`src/sv/wrh_pkg.sv`:
```
// shared constants, types and tap table for the windowed rate history block
package wrh_pkg;

   // history geometry
   localparam int DEPTH      = 128;
   localparam int PTR_BITS   = $clog2(DEPTH);
   localparam int COUNT_BITS = 64;
   localparam int ROW_BITS   = 2 * COUNT_BITS;
   localparam int RATE_BITS  = 64;

   // newest entry and the three lags behind it
   localparam int NEWEST_IDX = DEPTH - 2;
   localparam int LAG_SHORT  = 6;
   localparam int LAG_MID    = 6 * 5;
   localparam int LAG_LONG   = 6 * 15;

   // rounded rates reduce to small divisors:
   //   short: round(100 d / 60)  = floor((5 d + 1) / 3)
   //   mid:   round(100 d / 300) = floor((d + 1) / 3)
   //   long:  round(100 d / 900) = floor((d + 4) / 9)
   localparam int SHORT_DIVISOR = 3;
   localparam int MID_DIVISOR   = 3;
   localparam int LONG_DIVISOR  = 9;
   localparam int SHORT_OFFSET  = 1;
   localparam int MID_OFFSET    = 1;
   localparam int LONG_OFFSET   = 4;

   // reciprocal divider lanes: dividend and reciprocal split into three chunks,
   // one chunk product accumulated per cycle
   localparam int QUOT_BITS     = 72;
   localparam int CHUNKS        = 3;
   localparam int X_CHUNK_BITS  = QUOT_BITS / CHUNKS;
   localparam int RECIP_BITS    = 75;
   localparam int M_CHUNK_BITS  = RECIP_BITS / CHUNKS;
   localparam int PP_BITS       = X_CHUNK_BITS + M_CHUNK_BITS;
   localparam int PROD_BITS     = QUOT_BITS + RECIP_BITS;
   localparam int RECIP_SHIFT   = QUOT_BITS + 4;
   localparam int DIV_STEPS     = CHUNKS * CHUNKS;
   localparam int STEP_CNT_BITS = $clog2(DIV_STEPS);

   // scaled reciprocals ceil(2^76 / d); exact quotients for any 72-bit dividend
   localparam logic [RECIP_SHIFT-1:0] SCALE_MAX = '1;
   localparam logic [RECIP_BITS-1:0]  SHORT_RECIP =
      RECIP_BITS'(SCALE_MAX / RECIP_SHIFT'(SHORT_DIVISOR) + RECIP_SHIFT'(1));
   localparam logic [RECIP_BITS-1:0]  MID_RECIP =
      RECIP_BITS'(SCALE_MAX / RECIP_SHIFT'(MID_DIVISOR) + RECIP_SHIFT'(1));
   localparam logic [RECIP_BITS-1:0]  LONG_RECIP =
      RECIP_BITS'(SCALE_MAX / RECIP_SHIFT'(LONG_DIVISOR) + RECIP_SHIFT'(1));

   // item command codes
   localparam logic CMD_SAMPLE = 1'b0;
   localparam logic CMD_QUERY  = 1'b1;

   // ring select codes
   localparam logic RING_TRX   = 1'b0;
   localparam logic RING_QUERY = 1'b1;

   // history taps read by a query
   typedef enum logic [1:0] {
      TAP_NOW,
      TAP_SHORT,
      TAP_MID,
      TAP_LONG
   } tap_sel_type;

   localparam int TAP_COUNT = 4;

   // controller states
   typedef enum logic [2:0] {
      ST_IDLE,
      ST_READ,
      ST_WAIT,
      ST_DIFF,
      ST_LOAD,
      ST_DIV,
      ST_DONE
   } state_type;

   // commands from controller to datapath
   typedef struct packed {
      logic        sample_we;
      logic        query_load;
      logic        rd_en;
      tap_sel_type rd_tap;
      logic        diff_en;
      logic        div_load;
      logic        div_step;
   } dp_cmd_type;

   // history index of each tap, counted from the oldest entry
   function automatic logic [PTR_BITS-1:0] tap_index(input tap_sel_type tap);
      logic [PTR_BITS-1:0] idx;
      case (tap)
         TAP_NOW:   idx = PTR_BITS'(NEWEST_IDX);
         TAP_SHORT: idx = PTR_BITS'(NEWEST_IDX - LAG_SHORT);
         TAP_MID:   idx = PTR_BITS'(NEWEST_IDX - LAG_MID);
         TAP_LONG:  idx = PTR_BITS'(NEWEST_IDX - LAG_LONG);
         default:   idx = PTR_BITS'(NEWEST_IDX);
      endcase
      return idx;
   endfunction

endpackage

```
`src/sv/wrh_ctrl.sv`:
```
// controller state machine sequencing samples and rate queries
module wrh_ctrl (
   input  logic                clock,
   input  logic                reset,
   input  logic                start,
   input  logic                req_cmd,
   output logic                busy,
   output logic                rsp_strobe,
   output wrh_pkg::dp_cmd_type dp_cmd
);
   import wrh_pkg::*;

   state_type                state_ff;
   state_type                state_in;
   logic [1:0]               tap_cnt_ff;
   logic [1:0]               tap_cnt_in;
   logic [STEP_CNT_BITS-1:0] step_cnt_ff;
   logic [STEP_CNT_BITS-1:0] step_cnt_in;

   // state and counters
   always_ff @(posedge clock) begin
      if (reset) begin
         state_ff    <= ST_IDLE;
         tap_cnt_ff  <= '0;
         step_cnt_ff <= '0;
      end else begin
         state_ff    <= state_in;
         tap_cnt_ff  <= tap_cnt_in;
         step_cnt_ff <= step_cnt_in;
      end
   end

   // next state and datapath commands
   always_comb begin
      state_in    = state_ff;
      tap_cnt_in  = tap_cnt_ff;
      step_cnt_in = step_cnt_ff;
      dp_cmd      = '0;
      dp_cmd.rd_tap = tap_sel_type'(tap_cnt_ff);
      busy        = 1'b1;
      rsp_strobe  = 1'b0;
      case (state_ff)
         ST_IDLE: begin
            busy = 1'b0;
            if (start) begin
               if (req_cmd == CMD_QUERY) begin
                  dp_cmd.query_load = 1'b1;
                  tap_cnt_in        = '0;
                  state_in          = ST_READ;
               end else begin
                  dp_cmd.sample_we = 1'b1;
               end
            end
         end
         ST_READ: begin
            dp_cmd.rd_en = 1'b1;
            tap_cnt_in   = tap_cnt_ff + 2'd1;
            if (tap_cnt_ff == 2'(TAP_COUNT - 1)) begin
               state_in = ST_WAIT;
            end
         end
         ST_WAIT: begin
            state_in = ST_DIFF;
         end
         ST_DIFF: begin
            dp_cmd.diff_en = 1'b1;
            state_in       = ST_LOAD;
         end
         ST_LOAD: begin
            dp_cmd.div_load = 1'b1;
            step_cnt_in     = '0;
            state_in        = ST_DIV;
         end
         ST_DIV: begin
            dp_cmd.div_step = 1'b1;
            step_cnt_in     = step_cnt_ff + STEP_CNT_BITS'(1);
            if (step_cnt_ff == STEP_CNT_BITS'(DIV_STEPS - 1)) begin
               state_in = ST_DONE;
            end
         end
         ST_DONE: begin
            rsp_strobe = 1'b1;
            state_in   = ST_IDLE;
         end
         default: begin
            state_in = ST_IDLE;
         end
      endcase
   end

endmodule

```
`config.mk`:
```
export PLATFORM = sky130hd
export DESIGN_NAME = wrh_ctrl
export DESIGN_NICKNAME = d
export VERILOG_FILES = /design/src/sv/wrh_pkg.sv /design/src/sv/wrh_ctrl.sv
export SDC_FILE = /design/constraint.sdc
export NUM_CORES = 1
export LEC_CHECK = 0
export ABC_AREA = 1
export ABC_CLOCK_PERIOD_IN_PS = 2070
export BUFFER_PORTS_ARGS = -buffer_cell sky130_fd_sc_hd__buf_2
export CAP_MARGIN = 20
export CORE_AREA = 8 8 45 47
export DETAILED_ROUTE_END_ITERATION = 7
export DIE_AREA = 0 0 53 55
export GPL_TIMING_DRIVEN = 1
export PLACE_DENSITY_LB_ADDON = 0.15
export RECOVER_POWER = 100
export SYNTH_ARGS = -nofsm -noshare
export SYNTH_HDL_FRONTEND = slang
export SYNTH_SLANG_ARGS = --single-unit
```
`constraint.sdc`:
```
create_clock -name clock -period 2.07 [get_ports clock]
set_clock_uncertainty 0.15 [all_clocks]
set_input_delay 0.1035 -clock clock [delete_from_list [all_inputs] [get_ports clock]]
set_output_delay 0.1035 -clock clock [all_outputs]
set_load 0.05 [all_outputs]
```
==> flow_summary.ini <==
[yosys]
yosysTopAreaCellShare_pct = 33.0
synthFlopType = dfxtp_1
ys_top_cells_by_count = nand2_1 (16), inv_1 (12), dfxtp_1 (9)
ys_seq_area_share_pct = 33.0
synthTopCellsByArea = dfxtp_1 (33%), nand2_1 (11%), inv_1 (8.2%)
synth_nets = 86
ys_async_sr_fraction_pct = 0
synth_area_um2 = 547
synth_most_common_cell = nand2_1
syn-instance-count = 79
synth_edf_count = 0
yosysWarnings = 0
syn_avg_cell_area_um2 = 6.92
ys_ff_latch = 9
synth_top_area_cell = dfxtp_1
synth_cell_types = 16

[clock_network]
clkTransAtPathRegs_ns = 0.06
clock-root-buffer = clkbuf_4
cts_inserted_buffers = 3
clk-insertion-delay-late_ns = 0.26
clockBufferDepth = 2
tritoncts = yes
clock_sinks = 9
htreeDepth = 1
ctsResizeCount = 0

[timing]
fmax_ghz = 0.568
fin_tns_setup_ns = 0
slew_violations = 0
rsz0062_at_grt = false
whs_ns = 0.0834
finalHoldViolations = 0
finalSetupViolations = 0
relSlewSlack_pct = 59.7
worst_pin_slew_ns = 0.607
min_period_over_period_pct = 85.1
period_minus_slack_ns = 1.76

[detailed_routing]
vias = 516
antenna_left = 0
post_drt_wl_per_cell_um = 9.89
drc_errors = 0
vias_per_cell = 4.57
wl_um = 1120
drt-initial-drc-count = 8
dr.pass1.iters = 2

[setup_path]
startpoint_type = flip-flop
worst-path-max-fanout = 7
r2r_slack_ns = 0.53
crit_type = reg -> out
cp_data_arrival_time_ns = 1.51
endpoint_kind = output pin
crit_required_ns = 1.82

[global_route]
gr-usage-all-layers_pct = 8.38
grt_pass1_vias = 475
antenna_found_initial = 0
grt_max_degree = 8
grt-ovfl-total = 0
grt_pass1_wl_um = 1850

[placement]
portBuffers = 13
post_dp_cell_area_um2 = 637
gp_congestion = 0.795
hpwl_um = 956

[floorplan]
ios = 14
core_area_um2 = 1380
dieArea_um2 = 2920
placementRows = 14
die_w_um = 53
die_y_um = 55
start_util_pct = 39.5

[cells_and_area]
diodes = 0
fill_cells = 162
multi_input_area_um2 = 279
seqCellArea_um2 = 180
fin_nets = 105
drive_gt1_share_pct = 16.5
final_cell_area_um2 = 634
synthToLayoutAreaGrowth_pct = 16.0

[status]
status = finished clean

[min_path]
hp-class = in -> reg

[pwr]
finalPower_w = 0.000559
p_per_area_nw_per_um2 = 882
p_leak_nw = 0.301
vdd_drop_max_mv = 0.427

[job]
cap_violations = 0
[timing repair]
action | CTS | global route
setup buffers | 0 | 0
endpoints found under the hold margin | 4 | 0
hold buffers | 1 | 0
[sequential cells by signal (all words and copies together), names as in the netlist]
register / flops
state_ff: 3
step_cnt_ff: 4
tap_cnt_ff: 2
[layout by cell type (no fill, tap or decap)]
cell           netlist  routed
nor3_1               2       1
nand2_1             16      17
o21ai_2              1       1
o21ai_1              4       3
buf_2                0       4
inv_2                5       2
nor2_4               1       1
o21ai_0              0       1
nor2_1               3       6
inv_1               12      15
dlygate4sd3_1        0       1
clkbuf_1             0       9
clkbuf_4             0       3
a21oi_1              8       8
nor3_2               0       1
dfxtp_1              9       9
ha_1                 3       3
clkbuf_2             0       1
nor2_2               5       3
nand4_1              1       1
nand3_1              7       7
[area by class of cell]
cell class	count	area share, %
Clock buffer	4	4.14
Inverter	17	10.1
Multi-Input combinational cell	53	44.0
Sequential cell	9	28.4
Tap cell	16	3.16
Timing Repair Buffer	14	10.3
[path summary, 6_finish.rpt]
check / start / to / cells after the start
setup / recovery: state_ff[0] / dp_cmd[5] / 3
hold reg to reg: step_cnt_ff[2] / step_cnt_ff[2] / 2
hold / removal: req_cmd / state_ff[1] / 5
setup reg to reg: state_ff[0] / step_cnt_ff[3] / 7
[routing by layer]
metal	track usage [%]	wire, um
met2	14.5	515
met4	5.17	16
met3	3.48	101
met1	8.27	485
met5	0	0
[where the power goes]
group | switching [W] | internal [W]
Combinational | 0.000169 | 0.0000517
Clock | 0.0000592 | 0.0000741
Sequential | 0.0000168 | 0.000188
[logic make-up after synthesis]
kind of cell / Yosys count / share of synthesized area, %
flops: 9 / 33.0
simple gates: 37 / 35.9
buf+inv: 17 / 11.7
compound gates: 13 / 12.6
fa+ha+maj: 3 / 6.87
[metrics by stage]
stage / setup WS, ns / utilization (%) / cells
after global routing: 0.198 / 45.8 / 113
final: 0.309 / 45.8 / 113
after CTS: 0.391 / 48.6 / 113
after global placement: 0.735 / 46.0 / 108
after detailed placement: 0.671 / 46.0 / 108
after floorplan: 0.258 / - / 79
[critical path, stage by stage, from the launching register on]
cell and delay [ns]:
dfxtp_1 0.42, nand2_1 0.12, nor2_1 0.20, clkbuf_1 0.51
(Power assumes the default switching activity.)
